===== src/rtl/core/ile_pkg.sv =====
`default_nettype none

package ile_pkg;

   localparam int POS_W  = 5;
   localparam int DATA_W = 32;

   typedef enum logic {
      OP_INSERT = 1'b0,
      OP_ERASE  = 1'b1
   } op_type;

   // broadcast to every cell of the chain
   typedef struct packed {
      logic              shift_up;
      logic              shift_down;
      logic [POS_W-1:0]  pos;
      logic [DATA_W-1:0] value;
   } cell_ctl_type;

endpackage

`default_nettype wire


===== src/rtl/core/ile_req_if.sv =====
`default_nettype none

interface ile_req_if;
   logic                              valid;
   logic                              ready;
   logic                              req_type;
   logic [ile_pkg::POS_W-1:0]         position;
   logic signed [ile_pkg::DATA_W-1:0] item_value;

   modport source (output valid, output req_type, output position, output item_value,
                   input ready);
   modport sink   (input valid, input req_type, input position, input item_value,
                   output ready);
endinterface

`default_nettype wire


===== src/rtl/core/ile_rsp_if.sv =====
`default_nettype none

interface ile_rsp_if;
   logic                      valid;
   logic                      ready;
   logic                      accepted;
   logic [ile_pkg::POS_W-1:0] count_after;

   modport source (output valid, output accepted, output count_after, input ready);
   modport sink   (input valid, input accepted, input count_after, output ready);
endinterface

`default_nettype wire


===== src/rtl/core/ile_cell.sv =====
`default_nettype none

module ile_cell #(
   parameter int IDX_W = 4,
   parameter int INDEX = 0
) (
   input  wire logic                         clock,
   input  wire ile_pkg::cell_ctl_type        ctl,
   input  wire logic [ile_pkg::DATA_W-1:0]   from_below,
   input  wire logic [ile_pkg::DATA_W-1:0]   from_above,
   output logic      [ile_pkg::DATA_W-1:0]   data_q
);

   localparam int CMP_W = (IDX_W > ile_pkg::POS_W) ? IDX_W : ile_pkg::POS_W;
   localparam logic [CMP_W-1:0] MY_IDX = CMP_W'(INDEX);

   logic [ile_pkg::DATA_W-1:0] data_ff;
   logic [ile_pkg::DATA_W-1:0] data_in;
   logic [CMP_W-1:0]           pos_ext;
   logic                       at_or_above;
   logic                       at_pos;

   assign pos_ext     = CMP_W'(ctl.pos);
   assign at_or_above = (MY_IDX >= pos_ext);
   assign at_pos      = (MY_IDX == pos_ext);

   always_comb begin
      data_in = data_ff;
      if (ctl.shift_up && at_or_above) begin
         data_in = at_pos ? ctl.value : from_below;
      end else if (ctl.shift_down && at_or_above) begin
         data_in = from_above;
      end
   end

   always_ff @(posedge clock) begin
      data_ff <= data_in;
   end

   assign data_q = data_ff;

endmodule

`default_nettype wire


===== src/rtl/core/indexed_list_insert_erase.sv =====
`default_nettype none

// channel   | dir | handshake      | payload
// ----------+-----+----------------+-------------------------------------------
// req_ch    | in  | valid / ready  | req_type (0 insert, 1 erase), position,
//           |     |                | item_value (signed 32)
// rsp_ch    | out | valid / ready  | accepted, count_after
//
// one item per cycle while req_ch.ready is high: every cell of the chain moves
// its entry in the same cycle, so an insert or erase finishes at the accepting
// edge; the response shows in the next cycle from the output register.
// reset (synchronous, active high) clears the length and the response valid;
// entries hold garbage until written and need no clearing.
// req_ch.ready drops only while a response waits and rsp_ch.ready is low.

module indexed_list_insert_erase #(
   parameter int CAPACITY = 16
) (
   input  wire logic  clock,
   input  wire logic  reset,
   ile_req_if.sink    req_ch,
   ile_rsp_if.source  rsp_ch
);

   localparam int CNT_W = $clog2(CAPACITY + 1);
   localparam int IDX_W = (CAPACITY > 1) ? $clog2(CAPACITY) : 1;
   localparam int CMP_W = (CNT_W > ile_pkg::POS_W) ? CNT_W : ile_pkg::POS_W;
   localparam logic [CNT_W-1:0] CNT_FULL = CNT_W'(CAPACITY);

   // list length and response register
   logic [CNT_W-1:0]          count_ff;
   logic [CNT_W-1:0]          count_in;
   logic                      rsp_valid_ff;
   logic                      rsp_valid_in;
   logic                      rsp_accepted_ff;
   logic                      rsp_accepted_in;
   logic [ile_pkg::POS_W-1:0] rsp_count_ff;
   logic [ile_pkg::POS_W-1:0] rsp_count_in;

   logic                      req_fire;
   logic                      is_erase;
   logic [CMP_W-1:0]          pos_ext;
   logic [CMP_W-1:0]          cnt_ext;
   logic                      insert_ok;
   logic                      erase_ok;
   ile_pkg::cell_ctl_type     ctl;

   logic [ile_pkg::DATA_W-1:0] cell_q [CAPACITY];

   // a new item is taken whenever the response slot is free or being drained
   assign req_ch.ready = !rsp_valid_ff || rsp_ch.ready;
   assign req_fire     = req_ch.valid && req_ch.ready;

   assign is_erase = (ile_pkg::op_type'(req_ch.req_type) == ile_pkg::OP_ERASE);
   assign pos_ext  = CMP_W'(req_ch.position);
   assign cnt_ext  = CMP_W'(count_ff);

   // insert fits when the slot is inside or right past the list and room is left
   assign insert_ok = !is_erase && (pos_ext <= cnt_ext) && (count_ff != CNT_FULL);
   // erase needs an existing entry
   assign erase_ok  = is_erase && (pos_ext < cnt_ext);

   always_comb begin
      ctl.shift_up   = req_fire && insert_ok;
      ctl.shift_down = req_fire && erase_ok;
      ctl.pos        = req_ch.position;
      ctl.value      = req_ch.item_value;
   end

   // chain of cells, each one entry wide
   for (genvar i = 0; i < CAPACITY; i++) begin : g_cell
      logic [ile_pkg::DATA_W-1:0] below;
      logic [ile_pkg::DATA_W-1:0] above;

      if (i == 0) begin : g_first
         assign below = '0;
      end else begin : g_mid_lo
         assign below = cell_q[i-1];
      end

      if (i == CAPACITY - 1) begin : g_last
         assign above = '0;
      end else begin : g_mid_hi
         assign above = cell_q[i+1];
      end

      ile_cell #(
         .IDX_W (IDX_W),
         .INDEX (i)
      ) u_cell (
         .clock      (clock),
         .ctl        (ctl),
         .from_below (below),
         .from_above (above),
         .data_q     (cell_q[i])
      );
   end

   // next length and response
   always_comb begin
      count_in        = count_ff;
      rsp_valid_in    = rsp_valid_ff;
      rsp_accepted_in = rsp_accepted_ff;
      rsp_count_in    = rsp_count_ff;

      if (rsp_valid_ff && rsp_ch.ready) begin
         rsp_valid_in = 1'b0;
      end

      if (req_fire) begin
         priority if (ctl.shift_up) begin
            count_in = count_ff + CNT_W'(1);
         end else if (ctl.shift_down) begin
            count_in = count_ff - CNT_W'(1);
         end else begin
            // rejected item keeps the length
            count_in = count_ff;
         end
         rsp_valid_in    = 1'b1;
         rsp_accepted_in = ctl.shift_up || ctl.shift_down;
         // length reported on 5 bits, upper bits dropped for large lists
         rsp_count_in    = ile_pkg::POS_W'(count_in);
      end
   end

   always_ff @(posedge clock) begin
      if (reset) begin
         count_ff     <= '0;
         rsp_valid_ff <= 1'b0;
      end else begin
         count_ff     <= count_in;
         rsp_valid_ff <= rsp_valid_in;
      end
   end

   always_ff @(posedge clock) begin
      rsp_accepted_ff <= rsp_accepted_in;
      rsp_count_ff    <= rsp_count_in;
   end

   assign rsp_ch.valid       = rsp_valid_ff;
   assign rsp_ch.accepted    = rsp_accepted_ff;
   assign rsp_ch.count_after = rsp_count_ff;

   // length never passes the capacity
   a_count_bound : assert property (@(posedge clock) disable iff (reset)
      count_ff <= CNT_FULL)
      else $error("list length above capacity");

   // every accepted item leaves a response behind
   a_fire_rsp : assert property (@(posedge clock) disable iff (reset)
      req_fire |=> rsp_valid_ff)
      else $error("no response after accepted item");

   // a rejected item leaves the length alone
   a_reject_hold : assert property (@(posedge clock) disable iff (reset)
      req_fire && !insert_ok && !erase_ok |=> $stable(count_ff) && !rsp_accepted_ff)
      else $error("rejected item changed the length");

   // accepted insert grows the list by one and reports it
   a_insert_grow : assert property (@(posedge clock) disable iff (reset)
      req_fire && insert_ok |=> (count_ff == $past(count_ff) + CNT_W'(1)) && rsp_accepted_ff)
      else $error("insert did not grow the list");

endmodule

`default_nettype wire

===== src/flat_wrapper.sv =====
// flat-port wrapper written by rule: the top's interface ports become plain ports
module indexed_list_insert_erase_flat 
#(
   parameter int CAPACITY = 16
)
  (clock, reset, req_ch_valid, req_ch_req_type, req_ch_position, req_ch_item_value, req_ch_ready, rsp_ch_valid, rsp_ch_accepted, rsp_ch_count_after, rsp_ch_ready);
  ile_req_if req_ch_i ();
  ile_rsp_if rsp_ch_i ();
  input  wire logic clock;
  input  wire logic reset;
  input wire logic [$bits(req_ch_i.valid)-1:0] req_ch_valid;
  input wire logic [$bits(req_ch_i.req_type)-1:0] req_ch_req_type;
  input wire logic [$bits(req_ch_i.position)-1:0] req_ch_position;
  input wire logic [$bits(req_ch_i.item_value)-1:0] req_ch_item_value;
  output wire logic [$bits(req_ch_i.ready)-1:0] req_ch_ready;
  output wire logic [$bits(rsp_ch_i.valid)-1:0] rsp_ch_valid;
  output wire logic [$bits(rsp_ch_i.accepted)-1:0] rsp_ch_accepted;
  output wire logic [$bits(rsp_ch_i.count_after)-1:0] rsp_ch_count_after;
  input wire logic [$bits(rsp_ch_i.ready)-1:0] rsp_ch_ready;
  assign req_ch_i.valid = req_ch_valid;
  assign req_ch_i.req_type = req_ch_req_type;
  assign req_ch_i.position = req_ch_position;
  assign req_ch_i.item_value = req_ch_item_value;
  assign req_ch_ready = req_ch_i.ready;
  assign rsp_ch_valid = rsp_ch_i.valid;
  assign rsp_ch_accepted = rsp_ch_i.accepted;
  assign rsp_ch_count_after = rsp_ch_i.count_after;
  assign rsp_ch_i.ready = rsp_ch_ready;
  indexed_list_insert_erase #(.CAPACITY(CAPACITY)) u_core (.clock(clock), .reset(reset), .req_ch(req_ch_i), .rsp_ch(rsp_ch_i));
endmodule

===== config.mk =====
export PLATFORM = sky130hd
export DESIGN_NAME = indexed_list_insert_erase_flat
export DESIGN_NICKNAME = d
export VERILOG_FILES = /design/src/rtl/core/ile_pkg.sv /design/src/rtl/core/ile_req_if.sv /design/src/rtl/core/ile_rsp_if.sv /design/src/rtl/core/ile_cell.sv /design/src/rtl/core/indexed_list_insert_erase.sv /design/src/flat_wrapper.sv
export SDC_FILE = /design/constraint.sdc
export NUM_CORES = 1
export LEC_CHECK = 0
export ABC_AREA = 1
export BUFFER_PORTS_ARGS = -buffer_cell sky130_fd_sc_hd__buf_2
export CORE_MARGIN = 10
export CORE_UTILIZATION = 45
export CTS_CLUSTER_SIZE = 12
export DETAILED_ROUTE_END_ITERATION = 16
export GPL_TIMING_DRIVEN = 0
export MAX_ROUTING_LAYER = met4
export PLACE_DENSITY = 0.79
export SYNTH_ARGS = -nofsm -noshare
export SYNTH_HDL_FRONTEND = slang
export SYNTH_SLANG_ARGS = --single-unit

===== constraint.sdc =====
create_clock -name clock -period 4.5 [get_ports clock]
set_clock_uncertainty 0.15 [all_clocks]
set_input_delay 0.45 -clock clock [delete_from_list [all_inputs] [get_ports clock]]
set_output_delay 0.45 -clock clock [all_outputs]
set_load 0.01 [all_outputs]

==> results of run 1 <==
==> logic make-up (layout without fill, tap and decap cells) <==
| group | count (synthesis) | after routing | synth area share [%] |
|---|---|---|---|
| AND/OR/NAND/NOR | 62 | 62 | 38.7 |
| buffers and inverters | 18 | 38 | 8.32 |
| flip-flops | 12 | 12 | 37.0 |
| adder cells (fa/ha/maj) | 7 | 7 | 10.8 |
| AO/OA/AOI/OAI | 5 | 5 | 3.08 |
| XOR/XNOR | 2 | 2 | 2.16 |
==> power by group <==
group	leakage (nW)	switching (mW)	total (mW)	internal, mW
Clock	0.0138	0.0334	0.0644	0.0310
Combinational	0.393	0.0566	0.0904	0.0338
Sequential	0.110	0.00657	0.135	0.128
Total	0.516	0.0966	0.289	0.193
==> worst max-delay path by stage <==
| stage | from | endpoint | slack [ns] | cells past startpoint |
|---|---|---|---|---|
| after floorplan | req_ch_position[4] | u_core.rsp_ch.count_after[0] | 2.60 | 9 |
| after global placement | req_ch_position[4] | u_core.rsp_ch.count_after[0] | 2.32 | 10 |
| after detailed placement | req_ch_position[4] | u_core.rsp_ch.count_after[0] | 2.29 | 10 |
| after CTS | u_core.cnt_ext[4] | u_core.rsp_ch.count_after[0] | 2.34 | 10 |
| after global routing | u_core.cnt_ext[4] | u_core.rsp_ch.count_after[0] | 2.15 | 10 |
| final | u_core.cnt_ext[4] | u_core.rsp_ch.count_after[0] | 2.33 | 10 |
==> flip-flops by register name, indices dropped and copies added, names as in the netlist <==
register	count
u_core.cnt_ext	5
u_core.rsp_ch.accepted	1
u_core.rsp_ch.count_after	5
u_core.rsp_ch.valid	1
==> routing by layer <==
| layer | GRT usage, % | routed length, um | part of all wire, % |
|---|---|---|---|
| met4 | 4.47 | 25 | 1.5 |
| met3 | 3.58 | 57 | 3.4 |
| met5 | - | 0 | 0 |
| met2 | 15.4 | 889 | 53 |
| met1 | 8.24 | 702 | 42 |
==> layout make-up <==
| cell class | instances | area [sq um] |
|---|---|---|
| Multi-Input combinational cell | 76 | 444 |
| Timing Repair Buffer | 17 | 85.1 |
| Clock buffer | 3 | 22.5 |
| Inverter | 18 | 67.6 |
| Sequential cell | 12 | 300 |
| Fill cell | 166 | 776 |
| Tap cell | 25 | 31.3 |
==> Yosys cell counts <==
master     n  share of area (%)
inv_2      2               0.92
nor2_4     2                2.8
xor2_1     1                1.1
nand4_1    3                2.3
nor2_2     2                1.5
inv_1     16                7.4
xnor2_1    1                1.1
dfxtp_1    6                 15
a21oi_1    5                3.1
nand2_2    7                5.4
nor3_1     1               0.62
ha_1       7                 11
nor2_1     6                2.8
nand4_2    1                1.5
nand2_4    1                1.4
nand3_1   10                6.2
edfxtp_1   6                 22
nand2_1   28                 13
nand3_2    1                1.2
==> worst max-delay path: stages (launching register included) <==
cell	delay (ns)
dfxtp_1	0.41
inv_1	0.10
ha_1	0.31
nand2_2	0.12
inv_1	0.06
a21oi_1	0.20
nand4_1	0.24
nand2_1	0.17
nand2_1	0.06
nand2_1	0.07
inv_1	0.04
==> impl_metrics.toml, run 1 <==
[sta]
timing.fmax_mhz = 460
hold_viol_final = 0
post-route-period-util_pct = 48.3
rsz0062_at_grt = "no"
holdWs_ns = 0.275
setup_violations = 0
finalSetupTns_ns = 0
worst_pin_slew_ns = 0.238
relSlewSlack_pct = 84.1
finalCriticalPeriod_ns = 2.17
finalMaxSlewViolations = 0
worst_slack_ns = 2.33

[hold_path]
worstHoldStart = "reset"
holdPathStages = 2
min_to = "u_core.cnt_ext[3]"
hold_class = "in2reg"

[placed_design]
post-place-ws_ns = 2.29
routabilityCongestion = 0.820
placed_cell_area_sq_um = 928
port_buffers = 17
numPlacedInstances = 148
dp_hpwl_mm = 1.37

[run]
max-cap-violations = 0

[setup_path]
rr_endpoint = "u_core.rsp_ch.count_after[0]"
r2r_start = "u_core.cnt_ext[4]"
startpoint_type = "flip-flop"
crit_arrival_ns = 2.05
worstSetupPathType = "reg2reg"
crit_path_end_kind = "flip-flop"
r2r_slack_ns = 2.33
path_max_fanout = 5
required_ns = 4.38
ff2ff_path_depth = 10

[detailed_routing]
avgViaCountPerCell = 4.72
wl_mm = 1.67
drt_iter0_markers = 12
wire_per_inst_um = 11.1
drc = 0
vias = 713
drtPass1Iterations = 4
ant_nets = 0

[finish]
final_util_pct = 55.1
drive_gt1_share_pct = 28.6
finalNonFillerCells = 151
num-nets-final = 177
diodes = 0
final_common_cell = "nand2_1"
most-common-layout-cells = "nand2_1 (28), buf_2 (17), inv_1 (16)"
area_growth_pct = 17.1
fin_area_sq_um = 951

[clock_tree]
cts_buffer_depth = 2
ctsRootBufferMaster = "clkbuf_4"
post_cts_resized = 0
clkTransAtPathRegs_ns = 0.07
cts_tree = "done"
clock-sinks = 12
numCtsBuffers = 3
hold_buffers = 0
clk_latency_ns = 0.27
htreeDepth = 1
post-cts-setup-buffer-count = 0

[yosys]
ys_types = 19
syn_area_per_cell_sq_um = 7.66
ys_ff_latch = 12
synth_warnings = 0
syn_nets = 155
netlist_area_sq_um = 812
synth_seq_area_share_pct = 37.0
synth_cells = 106

[global_route]
overflow = 0
antenna_found_initial = 0
grt_pass1_vias = 665
grt_pass1_wl_mm = 2.79
track_usage_pct = 8.85
grt_start_max_net_pins = 11

[power]
power_density_mw_per_mm2 = 304
leakage_nw = 0.516
ir_worst_vdd_mv = 0.157
total_power_uw = 289

[run_status]
status = "finished, final reports clean"

[floorplanning]
die_area_sq_mm = 0.00390
die_h_um = 62.5
rows = 15
start_util_pct = 47.0
core_sq_mm = 0.00173
ios = 50
dieWidth_um = 62.5
Note: power is estimated with default switching activity, not from simulation.
==> inputs of run 2 (changes only) <==
--- a/config.mk
+++ b/config.mk
@@ -8,12 +8,12 @@
 export ABC_AREA = 1
 export BUFFER_PORTS_ARGS = -buffer_cell sky130_fd_sc_hd__buf_2
 export CORE_MARGIN = 10
-export CORE_UTILIZATION = 45
+export CORE_UTILIZATION = 42
 export CTS_CLUSTER_SIZE = 12
 export DETAILED_ROUTE_END_ITERATION = 16
 export GPL_TIMING_DRIVEN = 0
 export MAX_ROUTING_LAYER = met4
-export PLACE_DENSITY = 0.79
+export PLACE_DENSITY = 0.75
 export SYNTH_ARGS = -nofsm -noshare
 export SYNTH_HDL_FRONTEND = slang
 export SYNTH_SLANG_ARGS = --single-unit
==> constraint.sdc (replaced) <==
create_clock -name clock -period 2.15 [get_ports clock]
set_clock_uncertainty 0.15 [all_clocks]
set_input_delay 0.215 -clock clock [delete_from_list [all_inputs] [get_ports clock]]
set_output_delay 0.215 -clock clock [all_outputs]
set_load 0.01 [all_outputs]
==> run 2 against run 1 <==
Register-to-register slack lost 2.2 ns. Sequential share of layout area shrank 1.3 points. Sequential power grew 110%. Worst setup slack lost 2.2 ns. Global-route usage grew 0.56 points. Final area grew 5.3%. Total power grew 130%. Critical endpoint is now u_core.cnt_ext[4]. Die area grew 4.8%. Largest power group unchanged. Sequential cell count is the same.
==> impl_metrics.toml, run 2 (same netlist as run 1, synthesis figures left out) <==
[finish]
most-common-layout-cells = "nand2_1 (28), buf_2 (17), inv_1 (15)"
multi_input_area_sq_um = 448
drive_gt1_share_pct = 34.4
final_common_cell = "nand2_1"
seq_area_sq_um = 303
final_util_pct = 56.1
area_growth_pct = 23.3
fin_area_sq_mm = 0.00100
fillCellCount = 178
num-nets-final = 181
finalNonFillerCells = 156
diodes = 0

[clock_tree]
clkTransAtPathRegs_ns = 0.07
cts_buffer_depth = 2
clock-sinks = 12
ctsRootBufferMaster = "clkbuf_4"
clk_latency_ns = 0.27
cts_tree = "done"
htreeDepth = 1
numCtsBuffers = 3
hold_buffers = 0

[sta]
timing.fmax_mhz = 490
post-route-period-util_pct = 94.9
worst_pin_slew_ns = 0.227
setup_violations = 0
hold_viol_final = 0
finalCriticalPeriod_ns = 2.04
finalMaxSlewViolations = 0
relSlewSlack_pct = 84.8

[floorplanning]
dieWidth_um = 64.0
ios = 50
die_area_sq_mm = 0.00409
rows = 15
core_sq_mm = 0.00178
start_util_pct = 45.5
die_h_um = 64.0

[global_route]
grt_pass1_vias = 757
antenna_found_initial = 0
grt_start_max_net_pins = 11
grt_pass1_wl_mm = 3.10
overflow = 0
track_usage_pct = 9.40

[setup_path]
startpoint_type = "flip-flop"
slowest_stage = "dfxtp_2"
required_ns = 2.19
crit_arrival_ns = 2.08
path_cells = "inv_1 -> ha_1 -> nand2_2 -> inv_1 -> a21oi_2 -> nand4_1 -> buf_4 -> nand2_1 -> nand3_1 -> a21oi_1"
path_max_fanout = 5
critPathMaxStageDelay_ns = 0.36
crit_path_end_kind = "flip-flop"
cpMostUsedCell = "inv_1"
worstSetupPathType = "reg2reg"

[placed_design]
placed_cell_area_sq_um = 928
dp_hpwl_mm = 1.44
port_buffers = 17
numPlacedInstances = 148
routabilityCongestion = 0.805

[run]
max-cap-violations = 0

[detailed_routing]
vias = 758
ant_nets = 0
wire_per_inst_um = 11.8
avgViaCountPerCell = 4.86
drtPass1Iterations = 4
wl_mm = 1.84
drt_iter0_markers = 14
drc = 0

[power]
leakage_nw = 0.543
power_density_mw_per_mm2 = 658
ir_worst_vdd_mv = 0.422

[hold_path]
hold_class = "in2reg"

[run_status]
status = "finished, final reports clean"
[run 2: cell count changes in the layout (fill, tap and decap cells not counted), sizes merged]
cell	change
clkbuf	+1
buf	+4
[run 2: final timing paths]
path | startpoint | to | slack, ns | cells after the start
max | u_core.cnt_ext[4] | u_core.cnt_ext[4] | 0.11 | 10
min | reset | u_core.cnt_ext[3] | 0.05 | 2
max reg2reg | u_core.cnt_ext[4] | u_core.cnt_ext[4] | 0.11 | 10
min reg2reg | u_core.rsp_ch.valid | u_core.rsp_ch.valid | 0.36 | 2
[run 2: area by class of cell]
type,instances,share of cell area [%]
Tap cell,25,3.13
Timing Repair Buffer,21,11.5
Multi-Input combinational cell,76,44.8
Clock buffer,4,3.62
Inverter,18,6.75
Sequential cell,12,30.2
[run 2: power by group]
part           switching [mW]  leakage, nW  internal [mW]
logic                   0.123        0.411         0.0792
clock network          0.0712       0.0210          0.103
registers              0.0137        0.111          0.269
total                   0.208        0.543          0.451
[run 2: worst max-delay path, delay by kind of cell, from the launching register on]
kind | cells | cell delay, ns
AND/OR/NAND/NOR | 4 | 0.49
buffers and inverters | 3 | 0.38
flip-flops | 1 | 0.36
AO/OA/AOI/OAI | 2 | 0.30
adder cells (fa/ha/maj) | 1 | 0.30
[run 2: metal layers]
layer	global-route usage [%]	routed length [um]
met2	16.5	996
met4	1.91	8
met3	3.83	63
met1	9.60	770
met5	-	0
[run 2: stage by stage]
stage                     setup slack, ns  TNS (ns)  total power [mW]  hold WS [ns]
after detailed placement           0.0497         0             0.476         0.331
after CTS                          0.0343         0             0.652        0.0381
after global placement             0.0709         0             0.469         0.320
after floorplan                     0.278         0             0.424         0.132
final                               0.110         0             0.659        0.0478
after global routing              -0.0342   -0.0531             0.714        0.0430
[run 2: timing repair]
action                                  CTS  global route
gates resized for setup                   0             4
buffers inserted                          0             4
endpoints found under the setup margin    0             9
endpoints found under the hold margin     0             0
